File: src/design/crc32_checked_frame_receiver_macros.svh
// Assertion macros used by the receiver control module.
`ifndef CRC32_CHECKED_FRAME_RECEIVER_MACROS_SVH
`define CRC32_CHECKED_FRAME_RECEIVER_MACROS_SVH

// Same-cycle implication, sampled on clk, off during reset.
`define CRCFR_ASSERT_IMP(lbl, ante, cons, msg) \
  lbl: assert property (@(posedge clk) disable iff (!rst_n) (ante) |-> (cons)) \
    else $error(msg);

// Next-cycle implication, sampled on clk, off during reset.
`define CRCFR_ASSERT_NXT(lbl, ante, cons, msg) \
  lbl: assert property (@(posedge clk) disable iff (!rst_n) (ante) |=> (cons)) \
    else $error(msg);

`endif

File: src/design/crcfr_pkg.sv
`default_nettype none
package crcfr_pkg;

  localparam int FRAME_BYTES_DEF = 64;
  localparam int STORE_DEPTH     = 64;
  localparam int ADDR_W          = 6;
  localparam int CFG_ADDR_W      = 2;
  localparam int CFG_DATA_W      = 8;

  localparam logic [31:0] CRC_INIT = 32'hFFFF_FFFF;
  localparam logic [31:0] CRC_POLY = 32'hEDB8_8320;

  localparam logic [7:0]        MAGIC_RST   = 8'd170;
  localparam logic [7:0]        VERSION_RST = 8'd1;
  localparam logic [ADDR_W-1:0] VER_POS_RST = 6'd1;
  localparam logic [ADDR_W-1:0] SEQ_POS_RST = 6'd2;

  typedef enum logic [CFG_ADDR_W-1:0] {
    CFG_MAGIC   = 2'd0,
    CFG_VERSION = 2'd1,
    CFG_VER_POS = 2'd2,
    CFG_SEQ_POS = 2'd3
  } cfg_idx_t;

  typedef enum logic [1:0] {
    ST_OK      = 2'd0,
    ST_BAD_VER = 2'd1,
    ST_BAD_CRC = 2'd2
  } status_t;

  typedef enum logic [1:0] {
    RD_VER    = 2'd0,
    RD_SEQ_LO = 2'd1,
    RD_SEQ_HI = 2'd2,
    RD_IDX    = 2'd3
  } rd_sel_t;

  typedef struct packed {
    logic              wr_en;
    logic [ADDR_W-1:0] wr_addr;
    logic              crc_start;
    logic              crc_upd;
    logic              rxcrc_shift;
    rd_sel_t           rd_sel;
    logic [ADDR_W-1:0] rd_idx;
    logic              seq_lo_ld;
    logic              seq_commit;
    logic              out_ld;
    logic              out_err;
    status_t           out_status;
    logic              out_last;
    logic [ADDR_W-1:0] out_pos;
  } dp_cmd_t;

  typedef struct packed {
    logic magic_hit;
    logic ver_ok;
    logic crc_ok;
  } dp_stat_t;

endpackage
`default_nettype wire

File: src/design/crcfr_dp.sv
`default_nettype none
module crcfr_dp (
  input  wire logic                             clk,
  input  wire logic                             rst_n,
  input  wire logic                             cfg_we,
  input  wire logic [crcfr_pkg::CFG_ADDR_W-1:0] cfg_addr,
  input  wire logic [crcfr_pkg::CFG_DATA_W-1:0] cfg_wdata,
  input  wire logic [7:0]                       rx_byte,
  input  wire crcfr_pkg::dp_cmd_t               cmd,
  output crcfr_pkg::dp_stat_t                   stat,
  output logic [7:0]                            data_byte,
  output logic [crcfr_pkg::ADDR_W-1:0]          byte_position,
  output logic                                  last,
  output crcfr_pkg::status_t                    status,
  output logic [15:0]                           sequence_res,
  output logic                                  sequence_gap
);

  localparam int AW = crcfr_pkg::ADDR_W;

  function automatic logic [31:0] crc_byte(input logic [31:0] crc_in, input logic [7:0] b);
    logic [31:0] c;
    c = crc_in ^ {24'd0, b};
    for (int k = 0; k < 8; k++) begin
      c = c[0] ? ((c >> 1) ^ crcfr_pkg::CRC_POLY) : (c >> 1);
    end
    return c;
  endfunction

  logic [7:0]    magic_r;
  logic [7:0]    version_r;
  logic [AW-1:0] ver_pos_r;
  logic [AW-1:0] seq_pos_r;

  logic [7:0]    store_mem [crcfr_pkg::STORE_DEPTH];
  logic [AW-1:0] rd_addr;
  logic [7:0]    rd_data_r;

  logic [31:0] crc_r;
  logic [31:0] crc_nxt;
  logic [31:0] rxcrc_r;
  logic [7:0]  seq_lo_r;
  logic [15:0] seq_word;
  logic [15:0] seq_r;
  logic        gap_r;
  logic        gap_nxt;
  logic [15:0] prev_seq_r;
  logic        first_r;

  always_ff @(posedge clk) begin
    if (!rst_n) begin
      magic_r   <= crcfr_pkg::MAGIC_RST;
      version_r <= crcfr_pkg::VERSION_RST;
      ver_pos_r <= crcfr_pkg::VER_POS_RST;
      seq_pos_r <= crcfr_pkg::SEQ_POS_RST;
    end else if (cfg_we) begin
      unique case (crcfr_pkg::cfg_idx_t'(cfg_addr))
        crcfr_pkg::CFG_MAGIC:   magic_r   <= cfg_wdata;
        crcfr_pkg::CFG_VERSION: version_r <= cfg_wdata;
        crcfr_pkg::CFG_VER_POS: ver_pos_r <= cfg_wdata[AW-1:0];
        crcfr_pkg::CFG_SEQ_POS: seq_pos_r <= cfg_wdata[AW-1:0];
        default: ;
      endcase
    end
  end

  always_comb begin
    unique case (cmd.rd_sel)
      crcfr_pkg::RD_VER:    rd_addr = ver_pos_r;
      crcfr_pkg::RD_SEQ_LO: rd_addr = seq_pos_r;
      crcfr_pkg::RD_SEQ_HI: rd_addr = seq_pos_r + AW'(1);
      crcfr_pkg::RD_IDX:    rd_addr = cmd.rd_idx;
      default:              rd_addr = cmd.rd_idx;
    endcase
  end

  always_ff @(posedge clk) begin
    if (cmd.wr_en) begin
      store_mem[cmd.wr_addr] <= rx_byte;
    end
    rd_data_r <= store_mem[rd_addr];
  end

  assign crc_nxt = crc_byte(cmd.crc_start ? crcfr_pkg::CRC_INIT : crc_r, rx_byte);

  always_ff @(posedge clk) begin
    if (!rst_n) begin
      crc_r <= crcfr_pkg::CRC_INIT;
    end else if (cmd.crc_upd) begin
      crc_r <= crc_nxt;
    end
  end

  always_ff @(posedge clk) begin
    if (cmd.rxcrc_shift) begin
      rxcrc_r <= {rx_byte, rxcrc_r[31:8]};
    end
    if (cmd.seq_lo_ld) begin
      seq_lo_r <= rd_data_r;
    end
  end

  assign seq_word = {rd_data_r, seq_lo_r};
  assign gap_nxt  = !first_r && (seq_word != (prev_seq_r + 16'd1));

  always_ff @(posedge clk) begin
    if (!rst_n) begin
      prev_seq_r <= 16'd0;
      first_r    <= 1'b1;
    end else if (cmd.seq_commit) begin
      prev_seq_r <= seq_word;
      first_r    <= 1'b0;
    end
  end

  always_ff @(posedge clk) begin
    if (cmd.seq_commit) begin
      seq_r <= seq_word;
      gap_r <= gap_nxt;
    end
  end

  always_ff @(posedge clk) begin
    if (cmd.out_ld) begin
      if (cmd.out_err) begin
        data_byte     <= 8'd0;
        byte_position <= '0;
        last          <= 1'b1;
        status        <= cmd.out_status;
        sequence_res  <= 16'd0;
        sequence_gap  <= 1'b0;
      end else begin
        data_byte     <= rd_data_r;
        byte_position <= cmd.out_pos;
        last          <= cmd.out_last;
        status        <= crcfr_pkg::ST_OK;
        sequence_res  <= seq_r;
        sequence_gap  <= gap_r;
      end
    end
  end

  assign stat.magic_hit = (rx_byte == magic_r);
  assign stat.ver_ok    = (rd_data_r == version_r);
  assign stat.crc_ok    = (~crc_r == rxcrc_r);

endmodule
`default_nettype wire

File: src/design/crcfr_ctrl.sv
`default_nettype none
`include "crc32_checked_frame_receiver_macros.svh"
module crcfr_ctrl #(
  parameter int FRAME_BYTES = crcfr_pkg::FRAME_BYTES_DEF
) (
  input  wire logic                clk,
  input  wire logic                rst_n,
  input  wire logic                in_tvalid,
  output logic                     in_tready,
  output logic                     out_tvalid,
  input  wire logic                out_tready,
  input  wire crcfr_pkg::dp_stat_t stat,
  output crcfr_pkg::dp_cmd_t       cmd
);

  localparam int FILL_W = $clog2(FRAME_BYTES);
  localparam int AW     = crcfr_pkg::ADDR_W;
  localparam logic [FILL_W-1:0] FILL_LAST = FILL_W'(FRAME_BYTES - 1);
  localparam logic [FILL_W-1:0] CRC_END   = FILL_W'(FRAME_BYTES - 4);
  localparam logic [FILL_W-1:0] IDX_LAST  = FILL_W'(FRAME_BYTES - 5);

  typedef enum logic [5:0] {
    S_RX   = 6'b000001,
    S_RDV  = 6'b000010,
    S_CHKV = 6'b000100,
    S_SEQL = 6'b001000,
    S_SEQH = 6'b010000,
    S_STRM = 6'b100000
  } state_t;

  state_t            state_r;
  state_t            state_nxt;
  logic [FILL_W-1:0] fill_r;
  logic [FILL_W-1:0] fill_nxt;
  logic [FILL_W-1:0] idx_r;
  logic [FILL_W-1:0] idx_nxt;
  logic              out_valid_r;
  logic              slot_free;
  logic              in_acc;

  assign in_tready  = (state_r == S_RX);
  assign in_acc     = in_tvalid && in_tready;
  assign out_tvalid = out_valid_r;
  assign slot_free  = !out_valid_r || out_tready;

  always_comb begin
    state_nxt      = state_r;
    fill_nxt       = fill_r;
    idx_nxt        = idx_r;
    cmd.wr_en      = 1'b0;
    cmd.wr_addr    = AW'(fill_r);
    cmd.crc_start  = 1'b0;
    cmd.crc_upd    = 1'b0;
    cmd.rxcrc_shift = 1'b0;
    cmd.rd_sel     = crcfr_pkg::RD_IDX;
    cmd.rd_idx     = AW'(idx_r);
    cmd.seq_lo_ld  = 1'b0;
    cmd.seq_commit = 1'b0;
    cmd.out_ld     = 1'b0;
    cmd.out_err    = 1'b0;
    cmd.out_status = crcfr_pkg::ST_OK;
    cmd.out_last   = (idx_r == IDX_LAST);
    cmd.out_pos    = AW'(idx_r);
    unique case (state_r)
      S_RX: begin
        if (in_acc && (fill_r != '0 || stat.magic_hit)) begin
          cmd.wr_en       = 1'b1;
          cmd.crc_start   = (fill_r == '0);
          cmd.crc_upd     = (fill_r < CRC_END);
          cmd.rxcrc_shift = (fill_r >= CRC_END);
          if (fill_r == FILL_LAST) begin
            fill_nxt  = '0;
            state_nxt = S_RDV;
          end else begin
            fill_nxt = fill_r + FILL_W'(1);
          end
        end
      end
      S_RDV: begin
        cmd.rd_sel = crcfr_pkg::RD_VER;
        state_nxt  = S_CHKV;
      end
      S_CHKV: begin
        cmd.rd_sel = crcfr_pkg::RD_VER;
        if (!stat.ver_ok || !stat.crc_ok) begin
          if (slot_free) begin
            cmd.out_ld     = 1'b1;
            cmd.out_err    = 1'b1;
            cmd.out_last   = 1'b1;
            cmd.out_status = stat.ver_ok ? crcfr_pkg::ST_BAD_CRC : crcfr_pkg::ST_BAD_VER;
            state_nxt      = S_RX;
          end
        end else begin
          cmd.rd_sel = crcfr_pkg::RD_SEQ_LO;
          state_nxt  = S_SEQL;
        end
      end
      S_SEQL: begin
        cmd.seq_lo_ld = 1'b1;
        cmd.rd_sel    = crcfr_pkg::RD_SEQ_HI;
        state_nxt     = S_SEQH;
      end
      S_SEQH: begin
        cmd.seq_commit = 1'b1;
        cmd.rd_idx     = '0;
        idx_nxt        = '0;
        state_nxt      = S_STRM;
      end
      S_STRM: begin
        if (slot_free) begin
          cmd.out_ld = 1'b1;
          if (idx_r == IDX_LAST) begin
            state_nxt = S_RX;
          end else begin
            idx_nxt    = idx_r + FILL_W'(1);
            cmd.rd_idx = AW'(idx_nxt);
          end
        end
      end
      default: begin
        state_nxt = S_RX;
      end
    endcase
  end

  always_ff @(posedge clk) begin
    if (!rst_n) begin
      state_r     <= S_RX;
      fill_r      <= '0;
      idx_r       <= '0;
      out_valid_r <= 1'b0;
    end else begin
      state_r <= state_nxt;
      fill_r  <= fill_nxt;
      idx_r   <= idx_nxt;
      if (cmd.out_ld) begin
        out_valid_r <= 1'b1;
      end else if (out_tready) begin
        out_valid_r <= 1'b0;
      end
    end
  end

  `CRCFR_ASSERT_IMP(a_load_into_free_slot, cmd.out_ld, !out_valid_r || out_tready,
                    "result loaded over an item not yet taken")
  `CRCFR_ASSERT_NXT(a_frame_end_starts_check, in_acc && fill_r == FILL_LAST, state_r == S_RDV,
                    "completed frame did not start the check")
  `CRCFR_ASSERT_NXT(a_last_result_reopens_rx, cmd.out_ld && cmd.out_last, state_r == S_RX,
                    "final result did not return to receive")
  `CRCFR_ASSERT_IMP(a_fill_clear_when_busy, state_r != S_RX, fill_r == '0,
                    "fill count not clear outside receive")

endmodule
`default_nettype wire

File: src/design/crc32_checked_frame_receiver.sv
// Receive: one byte item per cycle while no frame is being checked or streamed.
// Check: an error result is loaded in S_CHKV, after S_RDV, once the output slot is
// free; for a good frame S_SEQL and S_SEQH follow, then S_STRM loads FRAME_BYTES-4
// results, one per cycle while the slot is free, paced by the store's single read port.
// Reset (rst_n low, synchronous): config to defaults, CRC to all ones, no open frame.
// The frame store is not cleared.
`default_nettype none
module crc32_checked_frame_receiver #(
  parameter int FRAME_BYTES = crcfr_pkg::FRAME_BYTES_DEF
) (
  input  wire logic                             clk,
  input  wire logic                             rst_n,
  input  wire logic                             cfg_we,
  input  wire logic [crcfr_pkg::CFG_ADDR_W-1:0] cfg_addr,
  input  wire logic [crcfr_pkg::CFG_DATA_W-1:0] cfg_wdata,
  input  wire logic                             in_tvalid,
  output logic                                  in_tready,
  input  wire logic [7:0]                       in_tdata,   // [7:0] rx_byte
  output logic                                  out_tvalid,
  input  wire logic                             out_tready,
  // [7:0] data_byte, [13:8] byte_position, [29:14] sequence_res, [30] sequence_gap
  output logic [31:0]                           out_tdata,
  output logic                                  out_tlast,
  output logic [1:0]                            out_tuser   // [1:0] status
);

  crcfr_pkg::dp_cmd_t              cmd;
  crcfr_pkg::dp_stat_t             stat;
  crcfr_pkg::status_t              status;
  logic [7:0]                      data_byte;
  logic [crcfr_pkg::ADDR_W-1:0]    byte_position;
  logic [15:0]                     sequence_res;
  logic                            sequence_gap;

  crcfr_ctrl #(
    .FRAME_BYTES(FRAME_BYTES)
  ) u_ctrl (
    .clk       (clk),
    .rst_n     (rst_n),
    .in_tvalid (in_tvalid),
    .in_tready (in_tready),
    .out_tvalid(out_tvalid),
    .out_tready(out_tready),
    .stat      (stat),
    .cmd       (cmd)
  );

  crcfr_dp u_dp (
    .clk          (clk),
    .rst_n        (rst_n),
    .cfg_we       (cfg_we),
    .cfg_addr     (cfg_addr),
    .cfg_wdata    (cfg_wdata),
    .rx_byte      (in_tdata),
    .cmd          (cmd),
    .stat         (stat),
    .data_byte    (data_byte),
    .byte_position(byte_position),
    .last         (out_tlast),
    .status       (status),
    .sequence_res (sequence_res),
    .sequence_gap (sequence_gap)
  );

  assign out_tdata = {1'b0, sequence_gap, sequence_res, byte_position, data_byte};
  assign out_tuser = status;

endmodule
`default_nettype wire
File: config.mk
export PLATFORM = sky130hd
export DESIGN_NAME = crc32_checked_frame_receiver
export DESIGN_NICKNAME = d
export VERILOG_FILES = /design/src/design/crcfr_pkg.sv /design/src/design/crcfr_dp.sv /design/src/design/crcfr_ctrl.sv /design/src/design/crc32_checked_frame_receiver.sv
export VERILOG_INCLUDE_DIRS = /design/src /design/src/design
export SDC_FILE = /design/constraint.sdc
export NUM_CORES = 1
export LEC_CHECK = 0
export ABC_AREA = 1
export BUFFER_PORTS_ARGS = -buffer_cell sky130_fd_sc_hd__clkbuf_2
export CAP_MARGIN = 0
export CORE_MARGIN = 2
export CORE_UTILIZATION = 38
export DETAILED_ROUTE_END_ITERATION = 8
export PLACE_DENSITY_LB_ADDON = 0.2
export SYNTH_ARGS = -nofsm -noshare
export SYNTH_HDL_FRONTEND = slang
export SYNTH_SLANG_ARGS = --single-unit
export TNS_END_PERCENT = 1
File: constraint.sdc
create_clock -name clk -period 5.1 [get_ports clk]
set_input_delay 1.02 -clock clk [delete_from_list [all_inputs] [get_ports clk]]
set_output_delay 1.02 -clock clk [all_outputs]
set_load 0.05 [all_outputs]
== Word-level counts from Yosys, hierarchy flattened ==
Memory sizes are Yosys's and may differ from the RTL's. A register that Yosys moved wholly into a read port is not among the register bits.
Index checks and enable logic that the tools add are counted.
Storage, ports and cells
  bits in registers: 187
  RAM bits: 512
  input port bits: 23
  output and inout port bits: 37
  word-level logic and storage cells: 122
  memories: 1
Cells by class
  add/subtract/negate cells: 4
  order comparisons: 2
  equal/unequal tests: 23
  mux-type cells: 39
  bitwise operators: 10
  reductions and logical operators: 22
Memory list
  u_dp.store_mem: words 64, width 8, rd ports 1, clocked after Yosys merged registers in 1, write ports 1, RTL line crcfr_dp.sv:35  | logic [7:0] store_mem [crcfr_pkg::STORE_DEPTH];
Operator list (count)
  $mux W32: 9
  $not A13 Y14: 8
  $mux W6: 9
  $pmux W6 S6: 1
  $eq A32 B32 Y1: 1
  $not A32 Y32: 1
  $xor A32 B8 Y32: 1
  $pmux W6 S4: 1
  $add A6 B1 Y6 const B: 3
  $eq A6 B6 Y1 const B: 3
  $add A16 B1 Y16 const B: 1
  $eq A8 B8 Y1: 2
  $ne A16 B16 Y1: 1
  $pmux W6 S2: 1
  $mux W1: 10
  $mux W5: 2
  $reduce_and A2 Y1: 5
  $eq A2 B2 Y1 const B: 4
  $eq A6 B1 Y1 const B: 1
  $eq A6 B2 Y1 const B: 1
  $eq A6 B3 Y1 const B: 1
  $eq A6 B4 Y1 const B: 1
  $eq A6 B5 Y1 const B: 1
  $ge A6 B6 Y1 const B: 1
  other kinds (19): 31

== Longest topological paths before layout ==
  depth after elaboration: 23
  depth in mapped cells: 22
  gate-level depth less buffers: 21

== Modules after synthesis ==
Synthesis repeated with hierarchy kept, for this count alone.
Second synthesis, totals
  cell total of the unflattened synthesis: 2873
  area total of the unflattened synthesis: 30933.4 um^2
By module, submodules not included
  crcfr_dp: times used 1, cells an instance 2651, area an instance 29552.1 um^2
  crcfr_ctrl: times used 1, cells an instance 219, area an instance 1362.6 um^2
  crc32_checked_frame_receiver: times used 1, cells an instance 3, area an instance 18.8 um^2

== Least setup slack after synthesis ==
No wires, ideal clock.
  kind: input port to flip-flop
  start point: input port in_tdata[5]
  end point: register u_dp.rxcrc_r[0], enable pin
  library setup time: 0.461 ns
  data arrival time: 3.755 ns
  required time: 4.639 ns
  path slack: 0.884 ns
  stages: 5
  path buffers: 0
  path through: xnor2_1 -> nand4_1 -> o21ai_2 -> nand2_4 -> nor3_1
RTL lines
  start: declaration: RTL line crc32_checked_frame_receiver.sv:18  | input wire logic [7:0] in_tdata,
  end signal: assignment: RTL line crcfr_dp.sv:96  | rxcrc_r <= {rx_byte, rxcrc_r[31:8]};
  end: declaration: RTL line crcfr_dp.sv:41  | logic [31:0] rxcrc_r;

== Final worst setup path ==
  start point: register u_dp.rd_data_r[5] (read register of u_dp.store_mem)
  end point: register u_dp.rd_data_r[5] (read register of u_dp.store_mem)
Between the ends
  word-level cells in the longest chain between the ends: 7
  elaborated cells on any way between the ends: 10
Ends and longest elaborated chain
  start: declaration: RTL line crcfr_dp.sv:37  | logic [7:0] rd_data_r;
  $eq A8 B8 Y1 *: RTL line crcfr_dp.sv:144  | assign stat.ver_ok = (rd_data_r == version_r);
  $logic_not A1 Y1 *: RTL line crcfr_ctrl.sv:85  | if (!stat.ver_ok || !stat.crc_ok) begin
  $logic_or A1 B1 Y1 *: RTL line crcfr_ctrl.sv:85
  $mux W1 *: RTL line crcfr_ctrl.sv:85
  $pmux W2 S3 *: RTL line crcfr_ctrl.sv:64  | unique case (state_r)
  $eq A2 B2 Y1 (tied with other cells): RTL line crcfr_dp.sv:68  | unique case (cmd.rd_sel)
  $pmux W6 S4 *: RTL line crcfr_dp.sv:68
Mark *: on every way between the ends. The rest lies on a longest branch, timed or not.
A chain may end at the register's enable or synchronous reset.

==> impl_metrics.yaml <==
run_status:
  status: "finished, final reports clean"
setup_path:
  crit_arrival_ps: 4510
  cp.required_ps: 5660
  end_kind: "flip-flop"
  start_kind: "flip-flop"
  slowest_delay_ps: 670
  path_class: "reg -> reg"
  path_max_fanout: 65
  path_delay_family: "simple AND/OR/NAND/NOR gates"
  crit_path_top_delay_cell: "dfxtp_1"
  crit_path_cell_trace: "inv_1 -> nand2_1 -> nand4_1 -> nor2_2 -> nand2_2 -> nor2_4 -> nand3_4 -> nand3b_4 -> nand2_8 -> buf_12 -> buf_12 -> nand2_1 -> nand3_1 -> nand3_1 -> nand3_1 -> nand3_1 -> nand3_1 -> nand2_1"
  reg2reg_setup_slack_ps: 1150
  crit_buf_inv: 3
  critPathMostFrequentCell: "nand3_1"
cts:
  cts_resized: 0
  cts_setup_buffers: 0
  clk_pin_slew_ps: 60
  htreeDepth: 3
  cts_tree: "yes"
  clk_latency_ps: 620
  hold_buffers: 0
  cts_buffers: 81
  cts_root_buf: "clkbuf_16"
  clk_path_buf_depth: 3
  clkSinkCount: 707
logic_synthesis:
  syn_inst: 3222
  ys_ff_latch: 707
  synth_area_um2: 32370
  yosysSeqAreaShare: 0.6237
  synthDistinctLibCells: 45
  syn_nets: 3250
  syn_avg_cell_area_um2: 10.05
  yosys_warnings: 0
pwr:
  clockPowerShare: 0.455
  power.switching_mw: 2.887
  power.density_nw_per_um2: 350.9
  seq_power_share: 0.493
  internal_power_mw: 10.05
  pwr-share-comb: 0.053
  p_sw_frac: 0.2232
  leakagePower_nw: 14.82
  vdd_drop_max_mv: 0.2662
  p_total_mw: 12.93
place:
  post-dp-hpwl_um: 52660
  io_buffers: 58
  place_area_um2: 34160
  place.gp.congestion: 0.8494
  place_inst: 4351
  dp_slack_ps: 573.9
timing:
  final_hold_viol_count: 0
  relSlewSlack: 0.2418
  setup_violations: 0
  fin_skew_ps: 19.47
  drv_slew: 0
  fin_ws_ps: 1150
  finalSetupTns_ps: 0
  rsz0062_at_grt: "no"
  fmax_ghz: 0.2532
  fin_crit_sh: 0.7744
  worstMarginPinSlew_ps: 1135
  period_minus_slack_ps: 3950
  holdWs_ps: 466.8
min_path:
  worstHoldPathType: "reg -> reg"
layout:
  instances_no_fill: 4501
  area_delta_synth_final_pct: 13.87
  fin_nets: 3318
  fillers: 8144
  stdcell_area_um2: 36860
  post-route-util: 0.4349
  final_cell_mix: "nand3_1, edfxtp_1, nand2_1"
  mostFrequentLayoutCell: "nand3_1"
  drive_gt1_frac: 0.09982
floorplan:
  die_w_um: 295.9
  die_y_um: 295.9
  floorplan.initialDensity: 0.3820
  num_rows: 107
  fp.dieArea_um2: 87530
  core_area_um2: 84750
  ios: 60
detailed_routing:
  wl_per_cell_um: 19.74
  drc: 0
  drt-total-wl_um: 88870
  first_iter_violations: 1940
  vias_per_cell: 5.000
  num_vias: 22510
  ant_nets: 0
  drt_pass1_iterations: 7
grt:
  grt_antenna_before_repair: 0
  grtUsageTotal: 0.2037
  overflow: 0
  first_global_vias: 21780
  grt_max_degree: 106
  grt_pass1_wl_um: 134800
job:
  max_cap_viol_count: 0
==> final cells by class <==
type	count	area (um^2)	share of cell area
Antenna cell	1	2.502	0.00006790
Clock buffer	105	2296	0.06229
Clock inverter	44	396.6	0.01076
Inverter	468	1759	0.04773
Multi-Input combinational cell	1884	9620	0.2610
Sequential cell	707	20190	0.5478
Tap cell	1144	1431	0.03884
Timing Repair Buffer	148	1161	0.03150
==> worst reg2reg max path: stages, from the launching register on <==
cell and delay, ps:
dfxtp_1 670, inv_1 130, nand2_1 90, nand4_1 100
nor2_2 140, nand2_2 140, nor2_4 160, nand3_4 140
nand3b_4 420, nand2_8 350, buf_12 300, buf_12 240
nand2_1 120, nand3_1 60, nand3_1 130, nand3_1 210
nand3_1 170, nand3_1 200, nand2_1 110
==> state kept, by name (all words and copies together) (netlist names) <==
register	flops
u_dp.store_mem	512
u_dp.version_r	8
u_dp.crc_r	32
u_dp.seq_pos_r	6
u_dp.rxcrc_r	32
u_dp.ver_pos_r	6
u_dp.magic_r	8
u_ctrl.out_tvalid	1
u_dp.seq_lo_r	8
u_dp.last	1
u_dp.data_byte	8
u_ctrl.state_r	6
u_dp.sequence_gap	1
u_dp.first_r	1
u_dp.gap_r	1
u_ctrl.fill_r	6
u_dp.prev_seq_r	16
u_dp.status	2
u_dp.sequence_res	16
u_dp.byte_position	6
u_dp.seq_r	16
u_dp.rd_data_r	8
u_ctrl.idx_r	6
==> final timing paths <==
| path | from | endpoint | cells past startpoint |
|---|---|---|---|
| max | u_dp.rd_data_r[5] | u_dp.rd_data_r[5] | 18 |
| max reg2reg | u_dp.rd_data_r[5] | u_dp.rd_data_r[5] | 18 |
| min reg2reg | u_dp.ver_pos_r[1] | u_dp.ver_pos_r[1] | 2 |
| min | u_dp.ver_pos_r[1] | u_dp.ver_pos_r[1] | 2 |
==> cells in the mapped netlist (all sizes together) <==
library cell,count,area [um^2]
edfxtp,603,18110
nand2,620,2410
nor3,13,76.33
xor2,51,461.7
nor4,5,31.28
o22ai,2,12.51
nor3b,3,22.52
a21oi,62,310.3
nand3b,185,1393
o21ai,70,357.8
nand4,16,100.1
buf,138,764.5
or2,6,37.53
nand3,617,3118
xnor2,31,279.0
clkinv,5,18.77
ha,5,62.56
conb,1,3.750
a221oi,1,8.760
o211ai,12,90.09
o221ai,7,61.31
o21a,1,7.510
clkbuf,25,93.84
inv,463,1740
nor2,175,709.4
dfxtp,104,2082
or3b,1,8.760
==> cell families after synthesis <==
kind of cell / share of synthesized area
AND/OR/NAND/NOR: 0.2443
flip-flops: 0.6237
buffers and inverters: 0.08087
AO/OA/AOI/OAI: 0.02621
XOR/XNOR: 0.02288
adder cells (fa/ha/maj): 0.001933
other: 0.0001159
==> metal layers <==
metal / up-vias / GRT usage / wire length [um]
li1: 10960 / - / -
met1: 10840 / 0.2782 / 39790
met2: 556 / 0.3276 / 41300
met3: 150 / 0.03260 / 4539
met4: 0 / 0.07404 / 3239
met5: - / 0 / 0
==> power groups by stage <==
stage,registers (mW),clock network [mW],logic (mW)
2_1_floorplan,6.47,0,0.440
3_3_place_gp,6.49,0,0.676
3_5_place_dp,6.50,0,0.683
4_1_cts,6.37,5.99,0.685
5_1_grt,6.38,6.21,0.764
6_report,6.37,5.88,0.680
Note: power is estimated with default switching activity, not from simulation.
